File: src/hw/rtl/msurng_pkg.sv
// Shared types and constants for the minimal standard uniform generator.
package msurng_pkg;

   localparam int unsigned QUEUE_DEPTH = 2;
   localparam int unsigned QPTR_W      = $clog2(QUEUE_DEPTH);
   localparam int unsigned QCNT_W      = $clog2(QUEUE_DEPTH + 1);

   localparam logic [14:0] LCG_MULT = 15'd16807;
   localparam logic [31:0] LCG_MOD  = 32'h7FFF_FFFF;

   typedef struct packed {
      logic signed [15:0] range_low;
      logic signed [15:0] range_high;
   } req_type;

   typedef struct packed {
      logic [30:0]        raw_value;
      logic signed [15:0] uniform_value;
   } rsp_type;

   // classified request: lower bound, interval size, size > 0
   typedef struct packed {
      logic signed [15:0] lo;
      logic [16:0]        span;
      logic               span_ok;
   } job_type;

   typedef struct packed {
      logic full;
      logic empty;
   } q_status_type;

endpackage

File: src/hw/rtl/msurng_front.sv
// Front end: accepts requests, sizes and classifies the interval, pushes jobs.
module msurng_front (
   input  logic                   req_valid,
   output logic                   req_stall,
   input  msurng_pkg::req_type    req_data,
   input  msurng_pkg::q_status_type q_status,
   output logic                   push,
   output msurng_pkg::job_type    push_job
);
   import msurng_pkg::*;

   logic signed [17:0] span_wide;

   always_comb begin
      span_wide = 18'(req_data.range_high) - 18'(req_data.range_low) + 18'sd1;
      push_job.lo      = req_data.range_low;
      push_job.span    = span_wide[16:0];
      push_job.span_ok = (span_wide > 18'sd0);
   end

   assign req_stall = q_status.full;
   assign push      = req_valid && !q_status.full;

endmodule

File: src/hw/rtl/msurng_queue.sv
// Short job queue between front end and generator back end.
module msurng_queue (
   input  logic                      clock,
   input  logic                      reset,
   input  logic                      push,
   input  msurng_pkg::job_type       push_job,
   input  logic                      pop,
   output msurng_pkg::job_type       pop_job,
   output msurng_pkg::q_status_type  q_status
);
   import msurng_pkg::*;

   job_type             mem_ff [QUEUE_DEPTH];
   logic [QPTR_W-1:0]   wr_ptr_ff, wr_ptr_in;
   logic [QPTR_W-1:0]   rd_ptr_ff, rd_ptr_in;
   logic [QCNT_W-1:0]   count_ff, count_in;

   always_comb begin
      wr_ptr_in = wr_ptr_ff;
      rd_ptr_in = rd_ptr_ff;
      count_in  = count_ff;
      if (push) begin
         wr_ptr_in = (wr_ptr_ff == QPTR_W'(QUEUE_DEPTH - 1)) ? '0 : wr_ptr_ff + 1'b1;
      end
      if (pop) begin
         rd_ptr_in = (rd_ptr_ff == QPTR_W'(QUEUE_DEPTH - 1)) ? '0 : rd_ptr_ff + 1'b1;
      end
      if (push && !pop) begin
         count_in = count_ff + 1'b1;
      end else if (pop && !push) begin
         count_in = count_ff - 1'b1;
      end
   end

   always_ff @(posedge clock) begin
      if (reset) begin
         wr_ptr_ff <= '0;
         rd_ptr_ff <= '0;
         count_ff  <= '0;
      end else begin
         wr_ptr_ff <= wr_ptr_in;
         rd_ptr_ff <= rd_ptr_in;
         count_ff  <= count_in;
      end
   end

   always_ff @(posedge clock) begin
      if (push) begin
         mem_ff[wr_ptr_ff] <= push_job;
      end
   end

   assign pop_job        = mem_ff[rd_ptr_ff];
   assign q_status.full  = (count_ff == QCNT_W'(QUEUE_DEPTH));
   assign q_status.empty = (count_ff == '0);

endmodule

File: src/hw/rtl/msurng_back.sv
// Back end: Park-Miller recurrence, interval scaling and response register.
module msurng_back (
   input  logic                      clock,
   input  logic                      reset,
   input  logic                      csr_wr_en,
   input  logic [30:0]               csr_wr_data,
   input  msurng_pkg::q_status_type  q_status,
   input  msurng_pkg::job_type       pop_job,
   output logic                      pop,
   output logic                      rsp_valid,
   input  logic                      rsp_stall,
   output msurng_pkg::rsp_type       rsp_data
);
   import msurng_pkg::*;

   logic [30:0]  gen_ff, gen_in;

   // multiply stage
   logic         m_vld_ff, m_vld_in;
   logic [45:0]  m_prod_ff;
   job_type      m_job_ff;

   // folded generator value
   logic         x_vld_ff, x_vld_in;
   logic [30:0]  x_ff;
   job_type      x_job_ff;

   // scaled product
   logic         p_vld_ff, p_vld_in;
   logic [47:0]  p_ff;
   logic [30:0]  p_x_ff;
   job_type      p_job_ff;

   logic         rsp_valid_ff, rsp_valid_in;
   rsp_type      rsp_data_ff, rsp_data_in;

   logic         out_free, p_go, p_free, x_go, x_free, m_go;
   logic [31:0]  fold_sum;
   logic [30:0]  fold_val;

   // 2^31 == 1 mod (2^31-1): add the high part back, subtract once
   always_comb begin
      fold_sum = {1'b0, m_prod_ff[30:0]} + {17'd0, m_prod_ff[45:31]};
      fold_val = (fold_sum >= LCG_MOD) ? 31'(fold_sum - LCG_MOD) : fold_sum[30:0];
   end

   always_comb begin
      out_free = !rsp_valid_ff || !rsp_stall;
      p_go     = p_vld_ff && out_free;
      p_free   = !p_vld_ff || p_go;
      x_go     = x_vld_ff && p_free;
      x_free   = !x_vld_ff || x_go;
      m_go     = m_vld_ff && x_free;
      // next job waits until the previous fold has written the generator
      pop      = !q_status.empty && !m_vld_ff;

      m_vld_in = pop ? 1'b1 : (m_go ? 1'b0 : m_vld_ff);
      x_vld_in = m_go ? 1'b1 : (x_go ? 1'b0 : x_vld_ff);
      p_vld_in = x_go ? 1'b1 : (p_go ? 1'b0 : p_vld_ff);
      rsp_valid_in = p_go ? 1'b1 : (out_free ? 1'b0 : rsp_valid_ff);

      gen_in = gen_ff;
      if (csr_wr_en) begin
         gen_in = csr_wr_data;
      end else if (m_go) begin
         gen_in = fold_val;
      end

      rsp_data_in.raw_value = p_x_ff;
      if (p_job_ff.span_ok && (p_ff[30:0] != '0)) begin
         rsp_data_in.uniform_value = p_job_ff.lo + $signed(p_ff[46:31]);
      end else begin
         rsp_data_in.uniform_value = p_job_ff.lo;
      end
   end

   always_ff @(posedge clock) begin
      if (reset) begin
         gen_ff       <= 31'd1;
         m_vld_ff     <= 1'b0;
         x_vld_ff     <= 1'b0;
         p_vld_ff     <= 1'b0;
         rsp_valid_ff <= 1'b0;
      end else begin
         gen_ff       <= gen_in;
         m_vld_ff     <= m_vld_in;
         x_vld_ff     <= x_vld_in;
         p_vld_ff     <= p_vld_in;
         rsp_valid_ff <= rsp_valid_in;
      end
   end

   always_ff @(posedge clock) begin
      if (pop) begin
         m_prod_ff <= 46'(gen_ff) * 46'(LCG_MULT);
         m_job_ff  <= pop_job;
      end
      if (m_go) begin
         x_ff     <= fold_val;
         x_job_ff <= m_job_ff;
      end
      if (x_go) begin
         p_ff     <= 48'(x_ff) * 48'(x_job_ff.span);
         p_x_ff   <= x_ff;
         p_job_ff <= x_job_ff;
      end
      if (p_go) begin
         rsp_data_ff <= rsp_data_in;
      end
   end

   assign rsp_valid = rsp_valid_ff;
   assign rsp_data  = rsp_data_ff;

endmodule

File: src/hw/rtl/minimal_standard_uniform_rng.sv
// Top level of the minimal standard uniform random generator.
//
// Each request advances a Park-Miller generator (x <- 16807*x mod 2^31-1) and
// returns the new x with an integer drawn from [range_low, range_high]. A
// request passes through the queue, then the product, fold, scaled-product
// and response registers. Back-to-back requests are paced by the generator
// loop: the 16807*x product is registered, then folded modulo 2^31-1 and
// written back before the next request may read the generator. Interval
// scaling runs behind that loop. A two-entry queue decouples the
// request side from the generator. Writing csr_wr_data reloads the generator
// (reset value 1); seed 0 keeps the generator at 0. No clearing pass.
module minimal_standard_uniform_rng (
   input  logic                 clock,
   input  logic                 reset,
   input  logic                 csr_wr_en,
   input  logic [30:0]          csr_wr_data,
   input  logic                 req_valid,
   output logic                 req_stall,
   input  msurng_pkg::req_type  req_data,
   output logic                 rsp_valid,
   input  logic                 rsp_stall,
   output msurng_pkg::rsp_type  rsp_data
);
   import msurng_pkg::*;

   q_status_type q_status;
   logic         push, pop;
   job_type      push_job, pop_job;

   msurng_front u_front (
      .req_valid (req_valid),
      .req_stall (req_stall),
      .req_data  (req_data),
      .q_status  (q_status),
      .push      (push),
      .push_job  (push_job)
   );

   msurng_queue u_queue (
      .clock    (clock),
      .reset    (reset),
      .push     (push),
      .push_job (push_job),
      .pop      (pop),
      .pop_job  (pop_job),
      .q_status (q_status)
   );

   msurng_back u_back (
      .clock       (clock),
      .reset       (reset),
      .csr_wr_en   (csr_wr_en),
      .csr_wr_data (csr_wr_data),
      .q_status    (q_status),
      .pop_job     (pop_job),
      .pop         (pop),
      .rsp_valid   (rsp_valid),
      .rsp_stall   (rsp_stall),
      .rsp_data    (rsp_data)
   );

   // the fold never leaves the modulus itself
   a_raw_reduced: assert property (@(posedge clock) disable iff (reset)
      rsp_valid |-> (rsp_data.raw_value != 31'h7FFF_FFFF))
      else $error("raw value not reduced");

   a_queue_status: assert property (@(posedge clock) disable iff (reset)
      !(q_status.full && q_status.empty))
      else $error("queue full and empty at once");

   // a job is never taken from an empty queue nor pushed into a full one
   a_queue_flow: assert property (@(posedge clock) disable iff (reset)
      !(pop && q_status.empty) && !(push && q_status.full))
      else $error("queue overrun or underrun");

endmodule

File: config.mk
export PLATFORM = sky130hd
export DESIGN_NAME = minimal_standard_uniform_rng
export DESIGN_NICKNAME = d
export VERILOG_FILES = /design/src/hw/rtl/msurng_pkg.sv /design/src/hw/rtl/msurng_front.sv /design/src/hw/rtl/msurng_queue.sv /design/src/hw/rtl/msurng_back.sv /design/src/hw/rtl/minimal_standard_uniform_rng.sv
export SDC_FILE = /design/constraint.sdc
export NUM_CORES = 2
export LEC_CHECK = 0
export ABC_AREA = 1
export BUFFER_PORTS_ARGS = -buffer_cell sky130_fd_sc_hd__buf_2
export CORE_MARGIN = 2
export CORE_UTILIZATION = 60
export CTS_BUF_LIST = sky130_fd_sc_hd__clkbuf_8
export CTS_CLUSTER_SIZE = 28
export DETAILED_ROUTE_END_ITERATION = 6
export GPL_TIMING_DRIVEN = 0
export PLACE_DENSITY = 0.8
export SETUP_SLACK_MARGIN = 0.2
export SLEW_MARGIN = 20
export SYNTH_ARGS = -nofsm -noshare
export SYNTH_HDL_FRONTEND = slang
export SYNTH_SLANG_ARGS = --single-unit
File: constraint.sdc
create_clock -name clock -period 6.1 [get_ports clock]
set_input_delay 1.22 -clock clock [delete_from_list [all_inputs] [get_ports clock]]
set_output_delay 1.22 -clock clock [all_outputs]
set_load 0.05 [all_outputs]
==> results_tabular.tex <==
\begin{tabular}{lr}
\hline
Metric & Value \\
\hline
\multicolumn{2}{l}{\textbf{Synth}} \\
EDFF count, synth & 355 \\
Synthesized net count & 5,731 \\
Library cells used by synthesis & 57 \\
Instance count of the mapped netlist & 4,740 \\
Seq/Total Area, Yosys & 27.12\% \\
Share of flip-flops with an asynchronous set or reset & 0\% \\
Netlist area before placement & 0.04218 mm2 \\
Count of synthesis-stage warnings from yosys & 0 \\
Average size of a mapped cell & 8.899 um2 \\
Post-synthesis register bit count & 394 \\
Top\_reg\_cell synth & sky130\_fd\_sc\_hd\_\_edfxtp\_1 \\
\multicolumn{2}{l}{\textbf{STA}} \\
RSZ-0062 raised after global routing & true \\
Portion of the clock cycle consumed by the worst path in the final layout & 102.0\% \\
Slew @ Worst Pin & 1.030 ns \\
Final Hold Fails & 0 \\
Setup violations, final & 9 \\
Number of max-slew violations in the final report & 0 \\
Setup clock skew after layout & 0.02995 ns \\
Relative slew margins & 30.78\% \\
Maximum clock rate & 0.1608 GHz \\
Minimum setup slack in the final design & -0.1206 ns \\
Minimum clock period after layout & 6.221 ns \\
\multicolumn{2}{l}{\textbf{Detailed routing}} \\
Drc violations & 1 \\
Violation count after the first detailed-route iteration & 3,385 \\
Via Count & 34,410 \\
Post-DR wirelength/cell & 20.69 um \\
Number of antenna-violating nets in the routed design & 0 \\
Via density per instance & 5.618 \\
TritonRoute pass-1 iters & 7 \\
Routed Wire Length & 126,800 um \\
\multicolumn{2}{l}{\textbf{Worst setup path}} \\
Type of the worst setup path & register to register \\
Critical Path Sink Type & register \\
Worst endpoint required time & 6.51 ns \\
WP buf/inv & 6 \\
CP top delay family & adder cells \\
Kind of start point of the critical path & register \\
Slowest stage cell, crit path & sky130\_fd\_sc\_hd\_\_fa\_2 \\
CP Cell Sequence & buf\_6 -> clkbuf\_16 -> nand2\_1 -> inv\_2 -> fa\_2 -> fa\_1 -> fa\_1 -> fa\_1 -> fa\_1 -> inv\_2 -> fa\_2 -> inv\_2 -> ha\_4 -> buf\_4 -> nand2\_1 -> nor2\_2 -> nand2\_1 -> nor2\_2 -> nand3\_1 -> nand3\_4 -> nand3\_2 -> nand2\_2 -> xor2\_1 \\
Crit path max fanout & 7 \\
Data arrival time at the worst-slack endpoint & 6.63 ns \\
Most common cell on crit path & sky130\_fd\_sc\_hd\_\_fa\_1 \\
Peak per-stage delay on the critical path & 0.70 ns \\
\multicolumn{2}{l}{\textbf{Place}} \\
Final GP Congestion & 1.018 \\
Half-perimeter wire length after placement & 93,060 um \\
Buffers on Ports & 115 \\
\multicolumn{2}{l}{\textbf{GRT}} \\
GRT Util Overall & 34.53\% \\
Initial antenna violation count & 4 \\
First-pass GRT wire length & 191,500 um \\
Largest net degree at the start of global routing & 65 \\
Total congestion overflow & 0 \\
Vias in the first global route & 35,450 \\
\multicolumn{2}{l}{\textbf{Clock network}} \\
TritonCTS clock tree & built \\
Clock root buffer & sky130\_fd\_sc\_hd\_\_clkbuf\_8 \\
Worst skew pair latency & 0.68 ns \\
Number of clock sinks & 394 \\
Worst-path clk slew & 0.08 ns \\
Num CTS Buffers & 67 \\
Hold bufs inserted after CTS & 0 \\
Maximum number of buffers from clock root to sink & 3 \\
Depth of the CTS H-tree & 3 \\
\multicolumn{2}{l}{\textbf{Floorplanning}} \\
Core region area & 0.06979 mm2 \\
Die Area & 0.07244 mm2 \\
Horiz. Die Dim & 269.1 um \\
I/O pin count & 117 \\
Number of standard-cell rows in the floorplan & 97 \\
Initial core utilization & 60.44\% \\
Die height & 269.1 um \\
\multicolumn{2}{l}{\textbf{Outcome}} \\
Result of the run & complete, but fails checks \\
Violated checks & DRC, setup timing \\
\multicolumn{2}{l}{\textbf{Finish}} \\
Ratio of cells with drive above 1 in the final layout & 17.71\% \\
Area added between synthesis and finish & 18.44\% \\
Number of nets in the layout & 6,121 \\
Final core occ & 71.59\% \\
\multicolumn{2}{l}{\textbf{Flow run}} \\
Max-capacitance violation count & 0 \\
\multicolumn{2}{l}{\textbf{Worst hold path}} \\
Worst Hold Class & register to register \\
\hline
\end{tabular}
-- metal layers --
layer	global-route usage [%]	wire length [um]	up-vias	part of all wire, %
met5	0	87	-	0.069
met4	19.80	8572	6	6.8
met3	8.799	13350	569	11
met2	55.32	58590	1900	46
met1	42.70	46170	16630	36
li1	-	-	15310	-
-- final cells by class --
class	count	area (um2)
multi-input cells	3059	27220
fillers	4855	19820
flip-flops and latches	394	11470
inverters	1148	4318
repair buffers	321	2541
plain buffers	139	1868
well taps	940	1176
clock buffers	67	922.1
clock inverters	55	440.4
diodes	3	7.507
-- repair_timing --
action | in CTS | in global routing
endpoints found under the setup margin | 34 | 45
pin swaps | 118 | 114
gates resized for setup | 515 | 280
setup buffers | 129 | 59
cloned | 8 | 0
-- worst paths after layout --
path / from / endpoint / slack (ns) / cells past startpoint
max: u_back.x_job_ff[15]$_DFFE_PP_ / u_back.p_ff[46]$_DFFE_PP_ / -0.12 / 23
min: u_back.m_job_ff[16]$_DFFE_PP_ / u_back.x_job_ff[16]$_DFFE_PP_ / 0.40 / 0
max reg2reg: u_back.x_job_ff[15]$_DFFE_PP_ / u_back.p_ff[46]$_DFFE_PP_ / -0.12 / 23
min reg2reg: u_back.m_job_ff[16]$_DFFE_PP_ / u_back.x_job_ff[16]$_DFFE_PP_ / 0.40 / 0
-- cell usage after synthesis, drive strengths merged, types with 10 or more instances --
library cell | number | area share (%)
a21o | 10 | 0.18
a21oi | 195 | 2.4
a31oi | 30 | 0.44
clkbuf | 134 | 1.2
dfxtp | 39 | 1.9
edfxtp | 355 | 25
fa | 569 | 27
ha | 354 | 11
inv | 1146 | 10
nand2 | 1174 | 11
nand3 | 128 | 1.6
nand4 | 33 | 0.49
nor2 | 217 | 2.0
nor3 | 36 | 0.54
nor4 | 10 | 0.15
o21a | 13 | 0.23
o21ai | 100 | 1.2
o21bai | 10 | 0.18
xnor2 | 49 | 1.0
xor2 | 75 | 1.6
-- cells by family after synthesis --
logic type	Yosys count	synth area share (%)
and+or+nand+nor	1615	15.86
buffers and inverters	1287	11.52
adders and majority gates	923	37.50
AOI/OAI and AO/OA	397	5.399
DFF	394	27.12
xor gates and xnor gates	124	2.592
-- metrics by stage --
stage               std cells  setup WS, ns  hold slack, ns  area, um2  TNS (ns)
detailed placement       5805        -1.321          0.4045      44230    -27.05
global route             6125       -0.2824          0.4093      49960    -1.790
floorplan                4740        0.2176          0.4003      42190         0
CTS                      6064        0.1572          0.3915      48710         0
global placement         5795        -1.486          0.4012      43940    -95.68
finish                   6126       -0.1206          0.3965      49960   -0.6620
-- cells in the final DEF, fill, tap and decap left out, types with 116 or more instances in the layout --
cell / synthesis / final
sky130_fd_sc_hd__inv_1: 1141 / 1095
sky130_fd_sc_hd__nand2_1: 1127 / 1081
sky130_fd_sc_hd__fa_1: 569 / 529
sky130_fd_sc_hd__edfxtp_1: 355 / 355
sky130_fd_sc_hd__ha_1: 354 / 326
sky130_fd_sc_hd__nor2_1: 205 / 180
sky130_fd_sc_hd__buf_4: 0 / 156
sky130_fd_sc_hd__a21oi_1: 183 / 143
sky130_fd_sc_hd__nand3_1: 124 / 119
sky130_fd_sc_hd__buf_2: 1 / 116
-- registers in the layout, summed over array words and instances, names as in the netlist, 31 cells and up --
name	count
u_back.p_ff	47
u_back.rsp_data	47
u_back.p_x_ff	31
u_back.x_ff	31
u_queue.mem_ff	68
u_back.m_job_ff	34
u_back.m_prod_ff	46
u_back.x_job_ff	34
u_back.gen_ff	31
Power is left out: the tool's default activity adds up to more than one toggle a clock period on the data nets, which glitch-free logic cannot reach.
